`src/rtl/core/qlb_pkg.sv`:
```
`timescale 1ns / 1ps

package qlb_pkg;

	localparam logic ORDER_Q1 = 1'b0;
	localparam logic ORDER_Q2 = 1'b1;

	// 1D factor selectors; linear uses FACT_0 (1-t) and FACT_1 (t)
	localparam logic [1:0] FACT_0 = 2'd0;
	localparam logic [1:0] FACT_1 = 2'd1;
	localparam logic [1:0] FACT_2 = 2'd2;

	typedef struct packed {
		logic [1:0] iu;
		logic [1:0] iv;
		logic       bad;
	} qlb_node_t;

	typedef struct packed {
		logic s2;
		logic s3;
	} qlb_adv_t;

	function automatic qlb_node_t node_decode(input logic order, input logic [3:0] node);
		qlb_node_t r;
		r.iu  = FACT_0;
		r.iv  = FACT_0;
		r.bad = 1'b0;
		if (order == ORDER_Q1) begin
			case (node)
				4'd0: begin r.iu = FACT_0; r.iv = FACT_0; end
				4'd1: begin r.iu = FACT_1; r.iv = FACT_0; end
				4'd2: begin r.iu = FACT_1; r.iv = FACT_1; end
				4'd3: begin r.iu = FACT_0; r.iv = FACT_1; end
				default: r.bad = 1'b1;
			endcase
		end else begin
			case (node)
				4'd0: begin r.iu = FACT_0; r.iv = FACT_0; end
				4'd1: begin r.iu = FACT_2; r.iv = FACT_0; end
				4'd2: begin r.iu = FACT_2; r.iv = FACT_2; end
				4'd3: begin r.iu = FACT_0; r.iv = FACT_2; end
				4'd4: begin r.iu = FACT_1; r.iv = FACT_0; end
				4'd5: begin r.iu = FACT_2; r.iv = FACT_1; end
				4'd6: begin r.iu = FACT_1; r.iv = FACT_2; end
				4'd7: begin r.iu = FACT_0; r.iv = FACT_1; end
				4'd8: begin r.iu = FACT_1; r.iv = FACT_1; end
				default: r.bad = 1'b1;
			endcase
		end
		return r;
	endfunction

endpackage

```
`src/rtl/core/qlb_factor.sv`:
```
`timescale 1ns / 1ps

// 1D Lagrange factor and its derivative, two register stages.
module qlb_factor #(
	parameter int FRAC_BITS = 16
) (
	input  logic                      clk,
	input  qlb_pkg::qlb_adv_t         adv,
	input  logic [FRAC_BITS:0]        t,
	input  logic [1:0]                k,
	input  logic                      order,
	output logic signed [FRAC_BITS+1:0] f,
	output logic signed [FRAC_BITS+3:0] d
);

	localparam int OW = FRAC_BITS + 2;
	localparam int PW = 2 * OW;
	localparam int FW = FRAC_BITS + 2;
	localparam int DW = FRAC_BITS + 4;
	localparam int XW = FRAC_BITS + 5;
	localparam logic signed [XW-1:0] ONE_X  = XW'(1) << FRAC_BITS;
	localparam logic signed [FW-1:0] ONE_F  = FW'(1) << FRAC_BITS;
	localparam logic signed [PW-1:0] HALF_P = PW'(1) << (FRAC_BITS - 1);

	logic signed [XW-1:0] t_x, m1, m2, m3, d_x;
	logic signed [OW-1:0] a_op, b_op;
	logic signed [PW-1:0] prod, prod_r, rnd;
	logic signed [FW-1:0] t_f, f_next;

	logic signed [PW-1:0] prod_s2;
	logic signed [DW-1:0] d_s2;
	logic [FRAC_BITS:0]   t_s2;
	logic [1:0]           k_s2;
	logic                 ord_s2;
	logic signed [FW-1:0] f_s3;
	logic signed [DW-1:0] d_s3;

	always_comb begin
		t_x  = signed'(XW'(t));
		m1   = ONE_X - t_x;
		m2   = ONE_X - (t_x <<< 1);
		m3   = (t_x <<< 1) - ONE_X;
		a_op = (k == qlb_pkg::FACT_0) ? m1[OW-1:0] : t_x[OW-1:0];
		case (k)
			qlb_pkg::FACT_0: b_op = m2[OW-1:0];
			qlb_pkg::FACT_1: b_op = m1[OW-1:0];
			default:         b_op = m3[OW-1:0];
		endcase
		prod = a_op * b_op;
		if (order == qlb_pkg::ORDER_Q1) begin
			d_x = (k == qlb_pkg::FACT_0) ? -ONE_X : ONE_X;
		end else begin
			case (k)
				qlb_pkg::FACT_0: d_x = (t_x <<< 2) - ONE_X - (ONE_X <<< 1);
				qlb_pkg::FACT_1: d_x = (ONE_X <<< 2) - (t_x <<< 3);
				default:         d_x = (t_x <<< 2) - ONE_X;
			endcase
		end
	end

	always_ff @(posedge clk) begin
		if (adv.s2) begin
			prod_s2 <= prod;
			d_s2    <= d_x[DW-1:0];
			t_s2    <= t;
			k_s2    <= k;
			ord_s2  <= order;
		end
	end

	always_comb begin
		prod_r = (k_s2 == qlb_pkg::FACT_1) ? (prod_s2 <<< 2) : prod_s2;
		rnd    = (prod_r + HALF_P) >>> FRAC_BITS;
		t_f    = signed'(FW'(t_s2));
		if (ord_s2 == qlb_pkg::ORDER_Q1) begin
			f_next = (k_s2 == qlb_pkg::FACT_0) ? (ONE_F - t_f) : t_f;
		end else begin
			f_next = rnd[FW-1:0];
		end
	end

	always_ff @(posedge clk) begin
		if (adv.s3) begin
			f_s3 <= f_next;
			d_s3 <= d_s2;
		end
	end

	assign f = f_s3;
	assign d = d_s3;

endmodule

```
`src/rtl/core/quad_lagrange_basis_eval_core.sv`:
```
`timescale 1ns / 1ps

// Q1/Q2 Lagrange quad shape function with both partial derivatives.
// Input channel s_*: one item per evaluation point. s_tuser is the order
// (0 bilinear, 1 biquadratic); s_tdata holds node_index, coord_u, coord_v.
// Coordinates above one saturate to one.
// Output channel m_*: one item per input item, in order. m_tdata holds
// shape_value, grad_u, grad_v; m_tuser flags a node index invalid for the
// order, with all data fields zero.
// Throughput: one item per cycle while m_tready does not stall the output.
// Stages: input register, factor multiply, factor round, product
// multiply, output round, with at most one multiplier level per stage.
// A stall on m_tready holds the output and lets earlier stages fill their
// bubbles; s_tready drops only when every stage holds an item.
// Reset clears all valid bits; the block takes an item in the first cycle
// after arst_n is released.
module quad_lagrange_basis_eval_core #(
	parameter int FRAC_BITS = 16
) (
	input  logic clk,
	input  logic arst_n,
	input  logic s_tvalid,
	output logic s_tready,
	// node_index[3:0], coord_u, coord_v, zero pad
	input  logic [((2*FRAC_BITS+6+7)/8)*8-1:0] s_tdata,
	// func
	input  logic s_tuser,
	output logic m_tvalid,
	input  logic m_tready,
	// shape_value, grad_u, grad_v, zero pad
	output logic [((3*FRAC_BITS+13+7)/8)*8-1:0] m_tdata,
	// bad_index
	output logic m_tuser
);

	localparam int CW    = FRAC_BITS + 1;
	localparam int VW    = FRAC_BITS + 3;
	localparam int GW    = FRAC_BITS + 5;
	localparam int FW    = FRAC_BITS + 2;
	localparam int DW    = FRAC_BITS + 4;
	localparam int NW    = 4;
	localparam int PVW   = 2 * FW;
	localparam int PGW   = FW + DW;
	localparam int OUT_W = ((3*FRAC_BITS+13+7)/8)*8;
	localparam logic [CW-1:0]         ONE_C  = CW'(1) << FRAC_BITS;
	localparam logic signed [PVW-1:0] HALF_V = PVW'(1) << (FRAC_BITS - 1);
	localparam logic signed [PGW-1:0] HALF_G = PGW'(1) << (FRAC_BITS - 1);

	logic adv1, adv2, adv3, adv4, adv5;
	qlb_pkg::qlb_adv_t adv;
	qlb_pkg::qlb_node_t dec;

	logic [NW-1:0] node_in;
	logic [CW-1:0] u_raw, v_raw, u_sat, v_sat;

	logic vld_s1, vld_s2, vld_s3, vld_s4, vld_s5;
	logic [CW-1:0] u_s1, v_s1;
	logic [1:0]    iu_s1, iv_s1;
	logic          ord_s1, bad_s1, bad_s2, bad_s3, bad_s4, bad_s5;

	logic signed [FW-1:0] f_u, f_v;
	logic signed [DW-1:0] d_u, d_v;

	logic signed [PVW-1:0] pv_s4, rv;
	logic signed [PGW-1:0] pu_s4, pw_s4, ru, rw;
	logic [VW-1:0] val_s5;
	logic [GW-1:0] gu_s5, gv_s5;

	assign adv5     = !vld_s5 || m_tready;
	assign adv4     = !vld_s4 || adv5;
	assign adv3     = !vld_s3 || adv4;
	assign adv2     = !vld_s2 || adv3;
	assign adv1     = !vld_s1 || adv2;
	assign s_tready = adv1;
	assign adv.s2   = adv2;
	assign adv.s3   = adv3;

	assign node_in = s_tdata[NW-1:0];
	assign u_raw   = s_tdata[NW +: CW];
	assign v_raw   = s_tdata[NW+CW +: CW];
	assign u_sat   = (u_raw > ONE_C) ? ONE_C : u_raw;
	assign v_sat   = (v_raw > ONE_C) ? ONE_C : v_raw;
	assign dec     = qlb_pkg::node_decode(s_tuser, node_in);

	always_ff @(posedge clk or negedge arst_n) begin
		if (!arst_n) begin
			vld_s1 <= 1'b0;
			vld_s2 <= 1'b0;
			vld_s3 <= 1'b0;
			vld_s4 <= 1'b0;
			vld_s5 <= 1'b0;
		end else begin
			if (adv1) vld_s1 <= s_tvalid;
			if (adv2) vld_s2 <= vld_s1;
			if (adv3) vld_s3 <= vld_s2;
			if (adv4) vld_s4 <= vld_s3;
			if (adv5) vld_s5 <= vld_s4;
		end
	end

	always_ff @(posedge clk) begin
		if (adv1) begin
			u_s1   <= u_sat;
			v_s1   <= v_sat;
			iu_s1  <= dec.iu;
			iv_s1  <= dec.iv;
			ord_s1 <= s_tuser;
			bad_s1 <= dec.bad;
		end
		if (adv2) bad_s2 <= bad_s1;
		if (adv3) bad_s3 <= bad_s2;
	end

	qlb_factor #(.FRAC_BITS(FRAC_BITS)) u_fac_u (
		.clk   (clk),
		.adv   (adv),
		.t     (u_s1),
		.k     (iu_s1),
		.order (ord_s1),
		.f     (f_u),
		.d     (d_u)
	);

	qlb_factor #(.FRAC_BITS(FRAC_BITS)) u_fac_v (
		.clk   (clk),
		.adv   (adv),
		.t     (v_s1),
		.k     (iv_s1),
		.order (ord_s1),
		.f     (f_v),
		.d     (d_v)
	);

	always_ff @(posedge clk) begin
		if (adv4) begin
			pv_s4  <= f_u * f_v;
			pu_s4  <= d_u * f_v;
			pw_s4  <= f_u * d_v;
			bad_s4 <= bad_s3;
		end
	end

	assign rv = (pv_s4 + HALF_V) >>> FRAC_BITS;
	assign ru = (pu_s4 + HALF_G) >>> FRAC_BITS;
	assign rw = (pw_s4 + HALF_G) >>> FRAC_BITS;

	always_ff @(posedge clk) begin
		if (adv5) begin
			val_s5 <= bad_s4 ? '0 : rv[VW-1:0];
			gu_s5  <= bad_s4 ? '0 : ru[GW-1:0];
			gv_s5  <= bad_s4 ? '0 : rw[GW-1:0];
			bad_s5 <= bad_s4;
		end
	end

	assign m_tvalid = vld_s5;
	assign m_tdata  = OUT_W'({gv_s5, gu_s5, val_s5});
	assign m_tuser  = bad_s5;

endmodule

```
`config.mk`:
```
export PLATFORM = sky130hd
export DESIGN_NAME = quad_lagrange_basis_eval_core
export DESIGN_NICKNAME = d
export VERILOG_FILES = /design/src/rtl/core/qlb_pkg.sv /design/src/rtl/core/qlb_factor.sv /design/src/rtl/core/quad_lagrange_basis_eval_core.sv
export SDC_FILE = /design/constraint.sdc
export NUM_CORES = 2
export LEC_CHECK = 0
export BUFFER_PORTS_ARGS = -buffer_cell sky130_fd_sc_hd__buf_2
export CORE_MARGIN = 10
export CORE_UTILIZATION = 40
export CTS_CLUSTER_SIZE = 8
export DETAILED_ROUTE_END_ITERATION = 7
export GPL_TIMING_DRIVEN = 0
export HOLD_SLACK_MARGIN = 0.06
export PLACE_DENSITY_LB_ADDON = 0.25
export SYNTH_ARGS = -nofsm -noshare
export SYNTH_HDL_FRONTEND = slang
export SYNTH_HIERARCHICAL = 1
export SYNTH_SLANG_ARGS = --single-unit
```
`constraint.sdc`:
```
create_clock -name clk -period 11.3 [get_ports clk]
set_clock_uncertainty 0.2 [all_clocks]
set_input_delay 2.26 -clock clk [delete_from_list [all_inputs] [get_ports clk]]
set_output_delay 2.26 -clock clk [all_outputs]
set_load 0.01 [all_outputs]
```
==> After elaboration in Yosys (flattened, before gate mapping) <==
Cells that the tools add are included.
{ "word_totals": {"ff_bits": 442, "out_inout_bits": 67, "elab_cells": 110} }
{ "op_classes": {"n_addsub": 19, "multipliers": 5, "n_lt_le_gt_ge": 2, "n_eq_ne": 12, "n_mux": 21, "reduce_logical": 17} }
{ "ops": {"columns": ["cell", "count"], "rows": [
  ["2-to-1 mux 18 bit", 6],
  ["2-to-1 mux 20 bit", 4],
  ["case mux 20 bit (2 select lines)", 2],
  ["adder 37 x 17 -> 37 bit, second input constant", 2],
  ["case mux 18 bit (2 select lines)", 2],
  ["subtractor 17 x 17 -> 18 bit, first input constant", 4],
  ["adder 34 x 17 -> 34 bit, second input constant", 2],
  ["multiplier 18 x 18 -> 34 bit", 2],
  ["2-to-1 mux 34 bit", 2],
  ["subtractor 19 x 17 -> 20 bit, second input constant", 2],
  ["subtractor 19 x 20 -> 20 bit, first input constant", 2],
  ["subtractor 20 x 19 -> 20 bit, second input constant", 2],
  ["multiplier 18 x 20 -> 37 bit", 1],
  ["multiplier 20 x 18 -> 37 bit", 1],
  ["subtractor 17 x 18 -> 18 bit, first input constant", 2],
  ["subtractor 18 x 17 -> 18 bit, second input constant", 2],
  ["adder 35 x 17 -> 35 bit, second input constant", 1],
  ["multiplier 18 x 18 -> 35 bit", 1],
  ["greater-than comparator 17 bit, second input constant", 2],
  ["case mux 4 bit (8 select lines)", 1],
  ["equality test 4 x 3 -> 1 bit, second input constant", 4],
  ["case mux 3 bit (3 select lines)", 1],
  ["OR reduction 9 bit", 1],
  ["equality test 2 x 1 -> 1 bit, second input constant", 4],
  ["other kinds (10)", 23]
]} }

==> Depth between registers and ports, before layout <==
{ "logic_depth": {"word_depth": 6, "ltp_mapped": 32, "depth_no_buf": 30} }

==> Modules after synthesis <==
Netlist, hierarchy kept.
{ "modules_own_cells": {"columns": ["mod", "instances", "cells_per_inst", "area_each_um2"], "rows": [
  ["quad_lagrange_basis_eval_core", 1, 4508, 43598.1],
  ["qlb_factor (u_fac_u)", 1, 1835, 16874.9],
  ["qlb_factor (u_fac_v)", 1, 1820, 16807.4]
]} }

==> Worst setup path after synthesis <==
Ideal clock, no wire load.
{ "synth_path": {"path_type": "input -> output", "startpoint": "input m_tready", "endpoint": "output s_tready", "t_arrival_ns": 7.211, "required_time_ns": 8.840, "setup_slack_ns": 1.629, "stages": 4, "path_buffers": 0, "path_cell_list": "nor2b_1 -> nand4_1 -> inv_1 -> nand2_1"} }
{ "synth_via": {"elab_chain_cells": 5} }
{ "synth_rtl": {"columns": ["element", "line", "rtl"], "rows": [
  ["start, declared", "quad_lagrange_basis_eval_core.sv:29", "input logic m_tready,"],
  ["logical OR 1 bit", "quad_lagrange_basis_eval_core.sv:69", "assign adv5 = !vld_s5 || m_tready;"],
  ["logical OR 1 bit", "quad_lagrange_basis_eval_core.sv:70", "assign adv4 = !vld_s4 || adv5;"],
  ["logical OR 1 bit", "quad_lagrange_basis_eval_core.sv:71", "assign adv3 = !vld_s3 || adv4;"],
  ["logical OR 1 bit", "quad_lagrange_basis_eval_core.sv:72", "assign adv2 = !vld_s2 || adv3;"],
  ["named net adv2", "quad_lagrange_basis_eval_core.sv:49", "logic adv1, adv2, adv3, adv4, adv5;"],
  ["logical OR 1 bit", "quad_lagrange_basis_eval_core.sv:73", "assign adv1 = !vld_s1 || adv2;"],
  ["end, declared", "quad_lagrange_basis_eval_core.sv:23", "output logic s_tready,"]
]} }
The timed path passes the listed nets, and every way through them passes these cells.

==> Worst setup path in the final report <==
{ "layout_path": {"startpoint": "register v_s1[0]", "endpoint": "register u_fac_v.prod_s2[33], data pin"} }
{ "layout_via": {"elab_chain_cells": 3, "word_cells_on_any_way": 6, "classes_between": "add/sub (3); mul (1); mux (2)"} }
{ "layout_rtl": {"columns": ["element", "line", "rtl"], "rows": [
  ["start, declared", "quad_lagrange_basis_eval_core.sv:57", "logic [CW-1:0] u_s1, v_s1;"],
  ["start signal, assigned", "quad_lagrange_basis_eval_core.sv:104", "v_s1 <= v_sat;"],
  ["subtractor 18 x 17 -> 18 bit (tied with other cells)", "qlb_factor.sv:42", "m3 = (t_x <<< 1) - ONE_X;"],
  ["case mux 18 bit (2 select lines) / 2-to-1 mux 18 bit (equally long branches)", "qlb_factor.sv:44, qlb_factor.sv:43", null],
  ["multiplier 18 x 18 -> 34 bit *", "qlb_factor.sv:49", "prod = a_op * b_op;"],
  ["named net u_fac_v.prod[33]", "qlb_factor.sv:27", "logic signed [PW-1:0] prod, prod_r, rnd;"],
  ["end signal, assigned", "qlb_factor.sv:63", "prod_s2 <= prod;"],
  ["end, declared", "qlb_factor.sv:30", "logic signed [PW-1:0] prod_s2;"]
]} }
Mark *: on every way through the listed nets, which the timed path passes. The rest lies on a longest branch.
A chain may end at the register's enable or synchronous reset.

==> results.py <==
metrics = {
    "critical_path": {
        "r2r-end": "u_fac_v/prod_s2[33]$_DFFE_PP_",
        "reg2reg_slack_ns": 0.42,
        "end_kind": "register",
        "r2r_cells": 29,
        "start_kind": "register",
        "crit_type": "register to register",
        "worst_path_max_delay_cell": "o22ai_1",
        "cp.required_ns": 11.45,
        "max_stage_delay_ns": 1.11,
        "r2r_start": "v_s1[0]$_SDFFCE_PN0P_",
        "worstPathArrival_ns": 11.03,
        "critPathMaxFanout": 10,
    },
    "cts": {
        "cts.htree.levels": 2,
        "clkTransAtPathRegs_ns": 0.05,
        "ctsRootBufferMaster": "clkbuf_16",
        "clock-sinks": 364,
        "clk_latency_ns": 0.69,
        "cts_inserted_buffers": 55,
        "cts.path.max_buffers": 3,
        "cts_hold_buf": 0,
        "post_cts_buffers": 0,
        "cts_tree": "done",
        "post_cts_resized": 1,
    },
    "yosys": {
        "post-synth-top-count-cell": "inv_1",
        "syn_area_um2": 77280,
        "synth_warnings": 6,
        "synthFlopType": "edfxtp_1",
        "yosysTopAreaCellShare_pct": 42.95,
        "async_flop_share_pct": 1.374,
        "synth.distinct_cells": 99,
        "syn_inst": 8163,
        "synth_edf_count": 359,
        "yosys.area.top_type": "fa_1",
        "synthTopCellsByArea": "fa_1 43%, edfxtp_1 14%, inv_1 9.0%",
        "ys_seq_elements": 364,
        "seq_area_frac_synth_pct": 14.11,
        "synth_commonest_cells": "1863 x inv_1, 1658 x fa_1, 1115 x nand2_1, 620 x and2_1, 457 x ha_1",
        "avgSynthCellArea_um2": 9.467,
    },
    "sta": {
        "slew_headroom_pct": 2.500,
        "timing.final.crit_share_pct": 96.25,
        "worst_pin_slew_ns": 1.452,
        "rsz0062_at_grt": "false",
        "setup_viol_count_final": 0,
        "max_freq_mhz": 91.94,
        "hold_violations": 0,
        "maxSlewViolCount": 0,
        "min_period_ns": 10.88,
    },
    "global_route": {
        "grt_use_total_pct": 22.05,
        "antenna_found_initial": 16,
        "grt_overflow": 0,
        "grt_max_degree": 63,
        "grt_pass1_wl_um": 356800,
        "grt_pass1_vias": 59830,
    },
    "die": {
        "chipWidth_um": 459.5,
        "start_util_pct": 40.17,
        "pin_count": 112,
        "die_h_um": 459.5,
        "die_area_um2": 211200,
        "rows": 161,
        "core-area_um2": 192400,
    },
    "placement": {
        "dpl.hpwl_um": 189800,
        "place_inst": 10820,
        "portBuffers": 105,
        "gp_congestion": 0.9653,
    },
    "routing": {
        "first_pass_iters": 8,
        "ant_nets": 0,
        "vias_per_cell": 5.133,
        "wl_per_cell_um": 21.09,
        "vias": 55930,
        "routed_wirelength_um": 229800,
        "drt_iter0_drc": 4133,
        "drc_errors": 2,
    },
    "run_status": {
        "status": "finished, violations left",
        "violations": "design-rule violations",
    },
    "hold_path": {
        "hp-class": "register to register",
        "hold_start": "bad_s2$_DFFE_PP_",
        "hold_end": "bad_s3$_DFFE_PP_",
        "whs_path_depth": 0,
    },
    "cells_and_area": {
        "drive_gt1_share_pct": 3.132,
        "final_cells": 10900,
        "nNetsFinal": 10510,
        "area_delta_synth_final_pct": 7.211,
    },
    "flow_run": {
        "drv_cap": 0,
    },
}
## registers in the layout, indices dropped and copies added (netlist names), 19 cells and up
signal and cells:
pw_s4 22, gu_s5 21, pv_s4 20, u_fac_v/prod_s2 21, pu_s4 22, val_s5 19, u_fac_u/prod_s2 21, gv_s5 21
## layer usage
layer	up-vias	track usage, %	wire [um]	share of wire [%]
met2	1959	36.85	110500	48
met3	428	3.878	16910	7.4
met4	6	8.899	10780	4.7
met1	28790	28.32	91590	40
li1	24750	-	-	-
met5	-	0	25	0.011
## cell usage in the layout, fill, tap and decap left out, drive strengths merged, types with 54 or more instances in the layout
cell type	instances
a21o	54
xor2	119
clkbuf	380
buf	159
and2	623
fa	1658
inv	1864
ha	457
nor2	418
xnor2	222
nand3	65
o21ai	115
nand2	1115
a21oi	165
edfxtp	359
## worst max-delay path: cells and delay by family, from the launching register on
family	cells	cell delay (ns)
XOR/XNOR	1	0.11
flip-flops	1	0.58
buffers and inverters	8	2.03
adder cells (fa/ha/maj)	8	3.40
AND/OR/NAND/NOR	3	0.87
AO/OA/AOI/OAI	9	3.41
## area by class of cell
class	instances	area, um^2
clock buffer	67	1474
fill	18760	109500
sequential	364	10910
buffer	356	1416
clock inverter	10	76.32
inverter	1869	7018
timing repair buffer	116	745.7
antenna	6	15.01
tap	2526	3161
multi-input combinational	5583	58040
## cells by family (layout without fill, tap and decap cells)
group                    count (synthesis)  in the layout  synth area share, %
other                                    3             19              0.01457
multiplexers                            40             40               0.5197
flip-flops                             364            364                14.11
XOR/XNOR                               342            342                3.894
AND/OR/NAND/NOR                       2519           2519                15.54
AO/OA/AOI/OAI                          554            554                4.652
buffers and inverters                 2226           2418                10.92
adder cells (fa/ha/maj)               2115           2115                50.35
## worst max path at each step
stage / start / to / slack [ns]
5_1_grt: v_s1[0]$_SDFFCE_PN0P_ / u_fac_v/prod_s2[27]$_DFFE_PP_ / 0.005
2_1_floorplan: m_tready / s_tready / 1.63
6_report: v_s1[0]$_SDFFCE_PN0P_ / u_fac_v/prod_s2[33]$_DFFE_PP_ / 0.42
3_3_place_gp: m_tready / s_tready / -1.39
3_5_place_dp: v_s1[0]$_SDFFCE_PN0P_ / u_fac_v/prod_s2[27]$_DFFE_PP_ / -0.09
4_1_cts: v_s1[0]$_SDFFCE_PN0P_ / u_fac_v/prod_s2[33]$_DFFE_PP_ / 0.18
## stage by stage
stage          instance area [um^2]  util (%)  setup slack (ns)  hold slack (ns)  TNS [ns]
2_1_floorplan                 77320         -             1.629           0.2003         0
3_3_place_gp                  81000     42.11            -1.386           0.2025    -1.638
3_5_place_dp                  81250     42.24          -0.09486           0.2045   -0.1874
4_1_cts                       82810     43.04            0.1793           0.1757         0
5_1_grt                       82840     43.06          0.005330           0.1837         0
6_report                      82850     43.07            0.4233           0.1742         0
Power is left out: the tool's default activity adds up to more than one toggle a clock period on the data nets, which glitch-free logic cannot reach.
